[src/rtl/hnc_pkg.sv]
// types, codes and tables of the hd44780 nibble command sequencer
// no dependencies
package hnc_pkg;

    localparam logic [2:0] KIND_INIT  = 3'd0;
    localparam logic [2:0] KIND_RAW   = 3'd1;
    localparam logic [2:0] KIND_CLEAR = 3'd2;
    localparam logic [2:0] KIND_CURSOR = 3'd3;
    localparam logic [2:0] KIND_LINE  = 3'd4;
    localparam logic [2:0] KIND_CHAR  = 3'd5;

    localparam logic [1:0] WAIT_HOLD   = 2'd0;
    localparam logic [1:0] WAIT_SETTLE = 2'd1;
    localparam logic [1:0] WAIT_LONG   = 2'd2;

    localparam logic       REG_LINE_WIDTH   = 1'b0;
    localparam logic [4:0] LINE_WIDTH_RESET = 5'd16;
    localparam logic [4:0] MAX_WIDTH        = 5'd20;

    localparam logic [7:0] CMD_CLEAR    = 8'h01;
    localparam logic [7:0] CMD_SET_DDRAM = 8'h80;
    localparam logic [7:0] CHAR_BLANK   = 8'h20;
    localparam logic [7:0] CHAR_NUL     = 8'h00;
    localparam logic [7:0] CHAR_CR      = 8'h0d;
    localparam logic [7:0] CHAR_LF      = 8'h0a;

    localparam logic [3:0] INIT_LAST_STEP = 4'd11;

    typedef enum logic [1:0] {
        JOB_BYTE,
        JOB_INIT,
        JOB_LINE
    } t_job_kind;

    typedef struct packed {
        t_job_kind  kind;
        logic       rs;
        logic [7:0] data;
        logic [1:0] wait_lo;
        logic [4:0] width;
    } t_job;

    typedef struct packed {
        logic       rs;
        logic [3:0] nibble;
        logic [1:0] wait_after;
        logic       powerup_wait;
        logic       last;
    } t_strobe;

    function automatic logic [7:0] row_addr(input logic [1:0] row);
        logic [7:0] addr;
        case (row)
            2'd0:    addr = 8'h80;
            2'd1:    addr = 8'hc0;
            2'd2:    addr = 8'h94;
            default: addr = 8'hd4;
        endcase
        return addr;
    endfunction

    // three wake-up nibbles, 4-bit switch, then 0x28 0x0c 0x01 0x06
    function automatic logic [3:0] init_nibble(input logic [3:0] step);
        logic [3:0] nib;
        case (step)
            4'd0, 4'd1, 4'd2: nib = 4'h3;
            4'd3, 4'd4:       nib = 4'h2;
            4'd5:             nib = 4'h8;
            4'd7:             nib = 4'hc;
            4'd9:             nib = 4'h1;
            4'd11:            nib = 4'h6;
            default:          nib = 4'h0;
        endcase
        return nib;
    endfunction

    function automatic logic [1:0] init_wait(input logic [3:0] step);
        logic [1:0] w;
        if (step < 4'd4 || step[0]) begin
            w = WAIT_LONG;
        end else begin
            w = WAIT_HOLD;
        end
        return w;
    endfunction

endpackage

[src/rtl/hnc_fifo.sv]
// small register queue used between the sequencer stages and at the output
// depends on nothing
module hnc_fifo #(
    parameter int WIDTH = 8,
    parameter int DEPTH = 2
) (
    input  logic             i_clk,
    input  logic             i_rst_n,
    input  logic             i_push,
    input  logic [WIDTH-1:0] i_data,
    output logic             o_full,
    input  logic             i_pop,
    output logic             o_empty,
    output logic [WIDTH-1:0] o_data
);

    localparam int PW = (DEPTH > 1) ? $clog2(DEPTH) : 1;
    localparam int CW = $clog2(DEPTH + 1);
    localparam logic [PW-1:0] PTR_LAST = PW'(DEPTH - 1);
    localparam logic [CW-1:0] CNT_FULL = CW'(DEPTH);

    logic [WIDTH-1:0] r_mem [DEPTH];
    logic [PW-1:0]    r_wr_ptr, n_wr_ptr;
    logic [PW-1:0]    r_rd_ptr, n_rd_ptr;
    logic [CW-1:0]    r_count, n_count;
    logic             do_push, do_pop;

    assign o_full  = (r_count == CNT_FULL);
    assign o_empty = (r_count == '0);
    assign o_data  = r_mem[r_rd_ptr];
    assign do_push = i_push && !o_full;
    assign do_pop  = i_pop && !o_empty;

    always_comb begin
        n_wr_ptr = r_wr_ptr;
        n_rd_ptr = r_rd_ptr;
        n_count  = r_count;
        if (do_push) begin
            n_wr_ptr = (r_wr_ptr == PTR_LAST) ? '0 : r_wr_ptr + 1'b1;
        end
        if (do_pop) begin
            n_rd_ptr = (r_rd_ptr == PTR_LAST) ? '0 : r_rd_ptr + 1'b1;
        end
        if (do_push && !do_pop) begin
            n_count = r_count + 1'b1;
        end else if (do_pop && !do_push) begin
            n_count = r_count - 1'b1;
        end
    end

    always_ff @(posedge i_clk) begin
        if (!i_rst_n) begin
            r_wr_ptr <= '0;
            r_rd_ptr <= '0;
            r_count  <= '0;
        end else begin
            r_wr_ptr <= n_wr_ptr;
            r_rd_ptr <= n_rd_ptr;
            r_count  <= n_count;
        end
    end

    always_ff @(posedge i_clk) begin
        if (do_push) begin
            r_mem[r_wr_ptr] <= i_data;
        end
    end

endmodule

[src/rtl/hnc_front.sv]
// request classifier: keeps the line state and turns requests into jobs
// depends on hnc_pkg
module hnc_front (
    input  logic              i_clk,
    input  logic              i_rst_n,
    input  logic              i_accept,
    input  logic [2:0]        i_kind,
    input  logic [7:0]        i_value,
    input  logic              i_reg_select,
    input  logic [4:0]        i_line_width,
    output logic              o_job_push,
    output hnc_pkg::t_job     o_job
);

    logic [4:0] r_chars_seen, n_chars_seen;
    logic       r_line_open, n_line_open;
    logic [4:0] eff_width;
    logic       emit;

    assign eff_width = (i_line_width > hnc_pkg::MAX_WIDTH) ? hnc_pkg::MAX_WIDTH
                                                           : i_line_width;
    assign o_job_push = i_accept && emit;

    always_comb begin
        n_chars_seen = r_chars_seen;
        n_line_open  = r_line_open;
        emit         = 1'b0;
        o_job.kind    = hnc_pkg::JOB_BYTE;
        o_job.rs      = 1'b0;
        o_job.data    = i_value;
        o_job.wait_lo = hnc_pkg::WAIT_SETTLE;
        o_job.width   = eff_width;
        unique case (i_kind)
            hnc_pkg::KIND_INIT: begin
                emit        = 1'b1;
                n_line_open = 1'b0;
                o_job.kind  = hnc_pkg::JOB_INIT;
            end
            hnc_pkg::KIND_RAW: begin
                emit        = 1'b1;
                n_line_open = 1'b0;
                o_job.rs    = i_reg_select;
            end
            hnc_pkg::KIND_CLEAR: begin
                emit          = 1'b1;
                n_line_open   = 1'b0;
                o_job.data    = hnc_pkg::CMD_CLEAR;
                o_job.wait_lo = hnc_pkg::WAIT_LONG;
            end
            hnc_pkg::KIND_CURSOR: begin
                emit        = 1'b1;
                n_line_open = 1'b0;
                o_job.data  = i_value | hnc_pkg::CMD_SET_DDRAM;
            end
            hnc_pkg::KIND_LINE: begin
                emit         = 1'b1;
                n_line_open  = 1'b1;
                n_chars_seen = '0;
                o_job.kind   = hnc_pkg::JOB_LINE;
                o_job.data   = hnc_pkg::row_addr(i_value[1:0]);
            end
            hnc_pkg::KIND_CHAR: begin
                o_job.rs = 1'b1;
                if (r_line_open) begin
                    if (i_value == hnc_pkg::CHAR_NUL) begin
                        n_line_open = 1'b0;
                    end else if (r_chars_seen < eff_width) begin
                        n_chars_seen = r_chars_seen + 1'b1;
                        emit = (i_value != hnc_pkg::CHAR_CR) &&
                               (i_value != hnc_pkg::CHAR_LF);
                    end
                end
            end
            default: begin
                emit = 1'b0;
            end
        endcase
    end

    always_ff @(posedge i_clk) begin
        if (!i_rst_n) begin
            r_chars_seen <= '0;
            r_line_open  <= 1'b0;
        end else if (i_accept) begin
            r_chars_seen <= n_chars_seen;
            r_line_open  <= n_line_open;
        end
    end

endmodule

[src/rtl/hnc_back.sv]
// strobe sequencer: while the output queue has room, walks the head job one nibble strobe per cycle
// depends on hnc_pkg
module hnc_back (
    input  logic              i_clk,
    input  logic              i_rst_n,
    input  logic              i_job_empty,
    input  hnc_pkg::t_job     i_job,
    output logic              o_job_pop,
    input  logic              i_out_full,
    output logic              o_out_push,
    output hnc_pkg::t_strobe  o_strobe
);

    logic [5:0] r_step, n_step;
    logic [4:0] byte_idx;
    logic       row_cmd;
    logic [7:0] line_byte;
    logic       emit;

    assign byte_idx  = r_step[5:1];
    assign row_cmd   = (byte_idx == '0) ||
                       ({1'b0, byte_idx} == ({1'b0, i_job.width} + 6'd1));
    assign line_byte = row_cmd ? i_job.data : hnc_pkg::CHAR_BLANK;
    assign emit      = !i_job_empty && !i_out_full;
    assign o_out_push = emit;
    assign o_job_pop  = emit && o_strobe.last;

    always_comb begin
        o_strobe = '0;
        unique case (i_job.kind)
            hnc_pkg::JOB_BYTE: begin
                o_strobe.rs         = i_job.rs;
                o_strobe.nibble     = r_step[0] ? i_job.data[3:0] : i_job.data[7:4];
                o_strobe.wait_after = r_step[0] ? i_job.wait_lo : hnc_pkg::WAIT_HOLD;
                o_strobe.last       = r_step[0];
            end
            hnc_pkg::JOB_INIT: begin
                o_strobe.nibble       = hnc_pkg::init_nibble(r_step[3:0]);
                o_strobe.wait_after   = hnc_pkg::init_wait(r_step[3:0]);
                o_strobe.powerup_wait = (r_step == '0);
                o_strobe.last         = (r_step[3:0] == hnc_pkg::INIT_LAST_STEP);
            end
            hnc_pkg::JOB_LINE: begin
                o_strobe.rs         = !row_cmd;
                o_strobe.nibble     = r_step[0] ? line_byte[3:0] : line_byte[7:4];
                o_strobe.wait_after = r_step[0] ? hnc_pkg::WAIT_SETTLE
                                                : hnc_pkg::WAIT_HOLD;
                o_strobe.last       = r_step[0] && row_cmd && (byte_idx != '0);
            end
            default: begin
                o_strobe.last = 1'b1;
            end
        endcase
    end

    always_comb begin
        n_step = r_step;
        if (emit) begin
            n_step = o_strobe.last ? '0 : r_step + 1'b1;
        end
    end

    always_ff @(posedge i_clk) begin
        if (!i_rst_n) begin
            r_step <= '0;
        end else begin
            r_step <= n_step;
        end
    end

endmodule

[src/rtl/hd44780_nibble_command_sequencer_core.sv]
// hd44780 4-bit nibble command sequencer, top level
// depends on hnc_pkg, hnc_fifo, hnc_front, hnc_back
//
// Requests enter on a queue-style port (push/full) as kind, value and
// reg_select. Each request becomes zero or more strobe words (RS, nibble,
// wait code, power-up flag, last flag) read out through empty/pop.
// A byte is two words, init is twelve, a line start is 2*width+4.
// Line width is set through the APB port at address 0 (5 bits, reset 16).
// An accepted request is registered in the job queue, and its words are
// registered in the output queue. The strobe sequencer emits one word per
// cycle while a job is waiting and the output queue has room. A job queue of
// QUEUE_DEPTH entries lets requests be taken while a long one is still
// being expanded; requests that give no words are taken at one per cycle
// while that queue has room.
// Reset empties both queues, closes any open line and restores the width.
// When pop stays low, the two-word output queue fills, the sequencer holds,
// then the job queue fills and full rises; nothing is dropped.
module hd44780_nibble_command_sequencer_core #(
    parameter int QUEUE_DEPTH = 2
) (
    input  logic        i_clk,
    input  logic        i_rst_n,
    input  logic        push,
    output logic        full,
    input  logic [2:0]  i_kind,
    input  logic [7:0]  i_value,
    input  logic        i_reg_select,
    output logic        empty,
    input  logic        pop,
    output logic        o_reg_select_res,
    output logic [3:0]  o_nibble,
    output logic [1:0]  o_wait_after,
    output logic        o_powerup_wait,
    output logic        o_last,
    input  logic        psel,
    input  logic        penable,
    input  logic        pwrite,
    input  logic [2:0]  paddr,
    input  logic [31:0] pwdata,
    output logic [31:0] prdata,
    output logic        pready
);

    logic [4:0]       r_line_width;
    logic             accept;
    logic             job_push, job_pop, job_full, job_empty;
    hnc_pkg::t_job    job_in, job_out;
    logic             out_push, out_full;
    hnc_pkg::t_strobe strobe_in, strobe_out;

    assign pready = 1'b1;
    assign prdata = (paddr[2] == hnc_pkg::REG_LINE_WIDTH) ? {27'd0, r_line_width} : 32'd0;

    always_ff @(posedge i_clk) begin
        if (!i_rst_n) begin
            r_line_width <= hnc_pkg::LINE_WIDTH_RESET;
        end else if (psel && penable && pwrite && pready &&
                     paddr[2] == hnc_pkg::REG_LINE_WIDTH) begin
            r_line_width <= pwdata[4:0];
        end
    end

    assign full   = job_full;
    assign accept = push && !job_full;

    hnc_front u_front (
        .i_clk        (i_clk),
        .i_rst_n      (i_rst_n),
        .i_accept     (accept),
        .i_kind       (i_kind),
        .i_value      (i_value),
        .i_reg_select (i_reg_select),
        .i_line_width (r_line_width),
        .o_job_push   (job_push),
        .o_job        (job_in)
    );

    hnc_fifo #(
        .WIDTH ($bits(hnc_pkg::t_job)),
        .DEPTH (QUEUE_DEPTH)
    ) u_job_q (
        .i_clk   (i_clk),
        .i_rst_n (i_rst_n),
        .i_push  (job_push),
        .i_data  (job_in),
        .o_full  (job_full),
        .i_pop   (job_pop),
        .o_empty (job_empty),
        .o_data  (job_out)
    );

    hnc_back u_back (
        .i_clk       (i_clk),
        .i_rst_n     (i_rst_n),
        .i_job_empty (job_empty),
        .i_job       (job_out),
        .o_job_pop   (job_pop),
        .i_out_full  (out_full),
        .o_out_push  (out_push),
        .o_strobe    (strobe_in)
    );

    hnc_fifo #(
        .WIDTH ($bits(hnc_pkg::t_strobe)),
        .DEPTH (2)
    ) u_out_q (
        .i_clk   (i_clk),
        .i_rst_n (i_rst_n),
        .i_push  (out_push),
        .i_data  (strobe_in),
        .o_full  (out_full),
        .i_pop   (pop),
        .o_empty (empty),
        .o_data  (strobe_out)
    );

    assign o_reg_select_res = strobe_out.rs;
    assign o_nibble         = strobe_out.nibble;
    assign o_wait_after     = strobe_out.wait_after;
    assign o_powerup_wait   = strobe_out.powerup_wait;
    assign o_last           = strobe_out.last;

endmodule

[config.mk]
export PLATFORM = sky130hd
export DESIGN_NAME = hd44780_nibble_command_sequencer_core
export DESIGN_NICKNAME = d
export VERILOG_FILES = /design/src/rtl/hnc_pkg.sv /design/src/rtl/hnc_fifo.sv /design/src/rtl/hnc_front.sv /design/src/rtl/hnc_back.sv /design/src/rtl/hd44780_nibble_command_sequencer_core.sv
export SDC_FILE = /design/constraint.sdc
export NUM_CORES = 1
export LEC_CHECK = 0
export BUFFER_PORTS_ARGS = -buffer_cell sky130_fd_sc_hd__buf_2
export CAP_MARGIN = 20
export CORE_MARGIN = 10
export CORE_UTILIZATION = 31
export DETAILED_ROUTE_END_ITERATION = 10
export PLACE_DENSITY = 0.61
export RECOVER_POWER = 50
export SKIP_LAST_GASP = 1
export SYNTH_ARGS = -nofsm -noshare
export SYNTH_HDL_FRONTEND = slang
export SYNTH_SLANG_ARGS = --single-unit
[constraint.sdc]
create_clock -name i_clk -period 9.2 [get_ports i_clk]
set_input_delay 1.84 -clock i_clk [delete_from_list [all_inputs] [get_ports i_clk]]
set_output_delay 1.84 -clock i_clk [all_outputs]
set_load 0.01 [all_outputs]
==> flow_metrics.tcl, run 1 <==
set metrics [dict create \
    max_slew_margin_pct 12.5 \
    final_cell_mix "54 x edfxtp_1, 35 x buf_2, 31 x dfxtp_1" \
    clk_latency_ps 340 \
    first_iter_violations 177 \
    async_reset_ff_share_pct 0 \
    place_area_um2 4620 \
    antennaDiodeCount 0 \
    vias 2917 \
    post-place-cells 602 \
    synth_mux_area_share_pct 9.04 \
    h-tree-depth 3 \
    postSynthCellCount 399 \
    synthXorXnorAreaFrac_pct 3.60 \
    min-delay-start "u_front.r_chars_seen[4]$_SDFFE_PN0P_" \
    required_ps 9460 \
    outcome "complete, no violations" \
    routed_via_density 4.72 \
    yosysTopAreaCell "edfxtp_1" \
    hold_path.class "reg2reg" \
    netlist_area_um2 4370 \
    die_w_um 139 \
    worstSetupPathType "reg2reg" \
    power_density_nw_per_um2 258 \
    final_area_um2 4860 \
    cts_resized 0 \
    crit_fanout 22 \
    start_util_pct 31.6 \
    grt_max_degree 25 \
    ys_warn_count 0 \
    cp_top_family "compound AO/OA/AOI/OAI gates" \
    ctsRootBufferMaster "clkbuf_16" \
    ys_seq_elements 85 \
    grt_pass1_vias 3054 \
    ir_worst_vdd_v 0.000116 \
    synthFlopType "edfxtp_1" \
    skew_ps 5.60 \
    finalSetupViolCount 0 \
    fmaxAchievable_ghz 0.210 \
    whs_ps 488 \
    die_y_um 139 \
    drt-total-wl_um 9100 \
    clock_path_buffers 2 \
    rows 43 \
    ff2ff_path_depth 13 \
    yosys.area_share.adder_pct 2.86 \
    fin_tns_setup_ps 0 \
    synth_edf_count 54 \
    synth_cell_type_count 54 \
    core_um2 13800 \
    hpwl_um 6810 \
    wl_per_cell_um 14.7 \
    max-cap-violations 0 \
    path_cells "clkbuf_1 -> mux2i_1 -> inv_1 -> ha_1 -> nand4_1 -> a21o_1 -> a221o_1 -> a211oi_1 -> a21o_1 -> nand2_1 -> ha_1 -> or3_1 -> a21oi_1" \
    final_core_util_pct 35.2 \
    dr.pass1.iters 4 \
    final_cells 618 \
    syn2layout_area_growth_pct 11.2 \
    final_common_cell "edfxtp_1" \
    synth_top_family_by_area "simple AND/OR/NAND/NOR gates" \
    synth.area.top_cells "edfxtp_1 37%, dfxtp_1 14%, buf_4 4.8%, mux2i_1 3.9%, mux2_2 3.6%" \
    ios 98 \
    grt-ovfl-total 0 \
    dieArea_um2 19300 \
    numCtsBuffers 9 \
    worst_pin_slew_ps 1310 \
    fin_nets 497 \
    globalRouteTotalUtil_pct 9.36 \
    regToRegSetupSlack_ps 4450 \
    rsz0062_at_grt "no" \
    startpoint_type "flop" \
    antenna_found_initial 0 \
    clkSlewWorstSetupHoldPaths_ps 60 \
    cts_hold_buf 0 \
    synth_compound_area_share_pct 11.8 \
    slew_violations 0 \
    arrival_ps 5010 \
    cts_setup_buffers 0 \
    cp_slowest_stage_delay_ps 960 \
    yosysSeqAreaShare_pct 51.3 \
    r2r-end "u_job_q.r_count[1]$_SDFFE_PN0P_" \
    worst-path-buf-inv 2 \
    hold_path_end "u_front.r_chars_seen[4]$_SDFFE_PN0P_" \
    timing.final.crit_share_pct 51.7 \
    hold_viol 0 \
    synth-simple-area-share_pct 12.9 \
    drc 0 \
    tritoncts "built" \
    drive_gt1_share_pct 16.0 \
    hold-path-cell-count 1 \
    syn_avg_cell_area_um2 11.0 \
    endpoint_kind "flop" \
    layout_min_cycle_time_ps 4750 \
    port_buffers 40 \
    routabilityCongestion 0.829 \
    numClockSinks 85 \
    p_leak_nw 1.80 \
    cpMaxStageDelayCell "clkbuf_1" \
    ant_nets 0 \
    synth_top_area_share_pct 37.1 \
    grt_pass1_wl_um 15100 \
]
## where the power goes
group,internal [mW],total (mW),switching (mW)
Clock,0.183,0.333,0.150
Sequential,0.491,0.534,0.0432
Combinational,0.157,0.385,0.228
## synth_stat cells (5+ instances only)
master    instances
nand4_1           5
xnor2_1           9
xor2_1            9
nor2b_1           7
nand2_1          26
mux2i_1          17
buf_2             5
a21oi_1          14
ha_1             10
mux2_2           14
nor2_1           29
dfxtp_1          31
buf_4            28
and2_1            9
inv_1            18
edfxtp_1         54
nand3_1           9
clkbuf_1          8
a211oi_1          7
o21ai_0          16
nor3_1            9
## sequential cells by signal, indices dropped and copies added (netlist names), named ones only
register              count
u_job_q.r_mem            36
u_out_q.r_mem            18
u_back.r_step             6
r_line_width              5
u_front.r_chars_seen      5
u_job_q.r_count           2
u_out_q.r_count           2
u_front.r_line_open       1
u_job_q.r_rd_ptr          1
u_job_q.r_wr_ptr          1
u_out_q.r_rd_ptr          1
u_out_q.r_wr_ptr          1
## how the worst max path moves through the flow
stage / startpoint / to / slack [ps] / depth (start not counted)
final: flop / u_job_q.r_count[1]$_SDFFE_PN0P_ / 4450 / 13
after detailed placement: i_kind[1] / u_job_q.r_mem[1][13]$_DFFE_PP_ / 4620 / 7
after global routing: flop / u_job_q.r_count[1]$_SDFFE_PN0P_ / 3980 / 14
after floorplan: i_kind[0] / u_job_q.r_mem[0][0]$_DFFE_PP_ / 4850 / 7
after global placement: i_kind[1] / u_job_q.r_mem[1][12]$_DFFE_PP_ / 4650 / 7
after CTS: i_kind[1] / u_job_q.r_mem[1][6]$_DFFE_PP_ / 4970 / 7
## through the flow
step | total power [mW] | setup WS [ps]
detailed placement | 0.939 | 4620
global route | 1.34 | 3980
CTS | 1.27 | 4970
finish | 1.25 | 4450
global placement | 0.924 | 4650
floorplan | 0.843 | 4850
## per-layer routing
metal / GRT usage (%) / wire length, um / vias to the layer above
met1: 11.0 / 4150 / 1386
met3: 2.84 / 403 / 12
met2: 15.7 / 4410 / 55
met5: 0 / 0 / -
met4: 3.35 / 133 / 0
li1: - / - / 1464
## cell families (layout without fill, tap and decap cells)
family	after synthesis	count (layout)
multiplexers	34	34
flip-flops	85	85
other	2	28
AO/OA/AOI/OAI	73	73
buffers and inverters	64	77
AND/OR/NAND/NOR	113	113
XOR/XNOR	18	18
adder cells (fa/ha/maj)	10	10
## area by class of cell
cell class	count	area, um2
fill	1370	8960
sequential	85	2240
multi-input combinational	276	1840
clock buffer	9	225
tap	180	225
timing repair buffer	42	205
inverter	19	71.3
clock inverter	7	50.0
## worst reg2reg max path: stages (launching register included)
cell	delay, ps
dfxtp_1	310
clkbuf_1	960
mux2i_1	280
inv_1	120
ha_1	220
nand4_1	140
a21o_1	250
a221o_1	340
a211oi_1	640
a21o_1	470
nand2_1	110
ha_1	360
or3_1	350
a21oi_1	140
No activity file was read; power rests on OpenSTA's default activity.
==> run 2, diff against run 1 <==
--- a/config.mk
+++ b/config.mk
@@ -5,12 +5,13 @@
 export SDC_FILE = /design/constraint.sdc
 export NUM_CORES = 1
 export LEC_CHECK = 0
+export ABC_AREA = 1
 export BUFFER_PORTS_ARGS = -buffer_cell sky130_fd_sc_hd__buf_2
 export CAP_MARGIN = 20
 export CORE_MARGIN = 10
 export CORE_UTILIZATION = 31
 export DETAILED_ROUTE_END_ITERATION = 10
-export PLACE_DENSITY = 0.61
+export PLACE_DENSITY = 0.62
 export RECOVER_POWER = 50
 export SKIP_LAST_GASP = 1
 export SYNTH_ARGS = -nofsm -noshare
==> constraint.sdc (replaced) <==
create_clock -name i_clk -period 3.9 [get_ports i_clk]
set_input_delay 0.78 -clock i_clk [delete_from_list [all_inputs] [get_ports i_clk]]
set_output_delay 0.78 -clock i_clk [all_outputs]
set_load 0.01 [all_outputs]
==> flow_metrics.tcl, run 2 <==
set metrics [dict create \
    outcome "complete, no violations" \
    grt_max_degree 19 \
    yosysTopAreaCell "edfxtp_1" \
    ys_warn_count 0 \
    grt_pass1_vias 3181 \
    seq_power_share_pct 41.9 \
    grt-ovfl-total 0 \
    power_density_nw_per_um2 591 \
    rsz0062_at_grt "no" \
    whs_ps 508 \
    power_frac_comb_pct 28.4 \
    vias 3172 \
    cts_setup_buffers 0 \
    layout_min_cycle_time_ps 3030 \
    first_iter_violations 286 \
    max-cap-violations 0 \
    drt-total-wl_um 9020 \
    ir_worst_vdd_v 0.000250 \
    hpwl_um 6970 \
    postSynthCellCount 474 \
    arrival_ps 3240 \
    regMostFlops "u_job_q.r_mem" \
    clk_latency_ps 330 \
    ctsRootBufferMaster "clkbuf_16" \
    clkSlewWorstSetupHoldPaths_ps 60 \
    place_ws_ps 896 \
    finalSetupViolCount 0 \
    syn_avg_cell_area_um2 9.17 \
    async_reset_ff_share_pct 0 \
    cts_resized 0 \
    netlist_area_um2 4350 \
    drc 0 \
    timing.final.crit_share_pct 77.7 \
    p_leak_nw 2.02 \
    start_util_pct 31.4 \
    h-tree-depth 3 \
    synth_cell_type_count 48 \
    endpoint_kind "flop" \
    fin_nets 582 \
    final_common_cell "nand2_1" \
    synthFlopType "edfxtp_1" \
    yosysSeqAreaShare_pct 51.6 \
    worst_pin_slew_ps 902 \
    hold_viol 0 \
    ant_nets 0 \
    synth_commonest_cells "73 x nand2_1, 60 x nor2_1, 54 x edfxtp_1" \
    routed_via_density 4.51 \
    numCtsBuffers 9 \
    fmaxAchievable_ghz 0.330 \
    rows 43 \
    port_buffers 40 \
    hold_path.class "reg2reg" \
    die_w_um 138 \
    yosysMostFrequentCell "nand2_1" \
    p_int_mw 1.97 \
    ios 98 \
    clkPwrFrac_pct 29.6 \
    worstSetupPathType "reg2reg" \
    synth_edf_count 54 \
    clock_path_buffers 2 \
    required_ps 4110 \
    routabilityCongestion 0.829 \
    max_slew_margin_pct 39.9 \
    grt_pass1_wl_um 14900 \
    synth_top_area_share_pct 37.3 \
    die_y_um 138 \
    skew_ps 7.95 \
    syn2layout_area_growth_pct 12.9 \
    swShare_pct 32.2 \
    wl_per_cell_um 12.8 \
    largest_register_ffs 36 \
    tritoncts "built" \
    core_um2 13800 \
    final_core_util_pct 35.5 \
    p_sw_uw 932 \
    slew_violations 0 \
    startpoint_type "flop" \
    largestRegisters "u_job_q.r_mem x36, u_out_q.r_mem x18, u_back.r_step x6" \
    antennaDiodeCount 0 \
    cts_hold_buf 0 \
    drive_gt1_share_pct 14.0 \
    final_cell_mix "73 x nand2_1, 60 x nor2_1, 54 x edfxtp_1" \
    synth.area.top_cells "edfxtp_1 37%, dfxtp_1 14%, nand2_1 6.3%, nor2_1 5.2%, buf_4 4.8%" \
    fin_tns_setup_ps 0 \
    numClockSinks 85 \
    worst_slack_ps 868 \
    crit_fanout 13 \
    ys_seq_elements 85 \
    globalRouteTotalUtil_pct 9.27 \
    dieArea_um2 19200 \
    antenna_found_initial 0 \
    dr.pass1.iters 4 \
]
==> run 2: critical path, cell delays in order (launching register included) <==
cell and delay (ps):
dfxtp_1 530, clkbuf_1 580, o21a_1 440, clkinvlp_2 220
nand2_1 140, nor3_2 60, nand3_2 90, nand2_4 70
nand2_4 90, ha_1 270, a21oi_1 120, o21ai_0 110
o21ai_0 150, a21oi_1 50
==> run 2: area by class of cell <==
| class | instances | area, um2 |
|---|---|---|
| clock buffers | 13 | 262 |
| clock inverters | 3 | 43.8 |
| fillers | 1408 | 8920 |
| inverters | 60 | 231 |
| multi-input cells | 320 | 1700 |
| flip-flops and latches | 85 | 2240 |
| well taps | 180 | 225 |
| repair buffers | 42 | 198 |
==> run 2: routing by layer <==
layer | up-vias | share of wire [%] | global-route usage (%) | wire length (um)
met5 | - | 0 | 0 | 0
met4 | 0 | 1.2 | 3.27 | 109
met3 | 10 | 5.3 | 2.74 | 476
met2 | 69 | 50 | 16.1 | 4500
met1 | 1485 | 44 | 10.6 | 3930
li1 | 1608 | - | - | -
==> run 2: final timing paths <==
check | slack [ps] | cells after the start | from | endpoint
max reg2reg | 870 | 13 | flop | u_job_q.r_count[1]$_SDFFE_PN0P_
min | 510 | 2 | u_job_q.r_count[1]$_SDFFE_PN0P_ | u_job_q.r_count[1]$_SDFFE_PN0P_
min reg2reg | 510 | 2 | u_job_q.r_count[1]$_SDFFE_PN0P_ | u_job_q.r_count[1]$_SDFFE_PN0P_
max | 870 | 13 | flop | u_job_q.r_count[1]$_SDFFE_PN0P_
==> run 2: logic make-up (layout without fill, tap and decap cells) <==
logic type | after synthesis | in the layout | synth area share, %
and+or+nand+nor | 181 | 181 | 19.0
buffers and inverters | 95 | 118 | 11.1
DFF | 85 | 85 | 51.6
AOI/OAI and AO/OA | 81 | 81 | 10.6
muxes | 12 | 12 | 3.02
adders and majority gates | 10 | 10 | 2.88
xor gates and xnor gates | 8 | 8 | 1.61
other | 2 | 28 | 0.173
==> run 2: power by group through the flow <==
stage | Sequential, mW | Combinational, mW | Clock [mW]
floorplan | 1.20 | 0.667 | 0
global placement | 1.23 | 0.816 | 0
detailed placement | 1.24 | 0.838 | 0
CTS | 1.22 | 0.844 | 0.873
global route | 1.23 | 0.939 | 0.919
finish | 1.22 | 0.824 | 0.859
==> run 2: metrics by stage <==
stage	cells	instance area [um2]	total power [mW]
3_3_place_gp	687	4630	2.05
4_1_cts	703	4940	2.94
2_1_floorplan	500	4440	1.86
6_report	703	4900	2.90
3_5_place_dp	687	4630	2.08
5_1_grt	703	4900	3.09
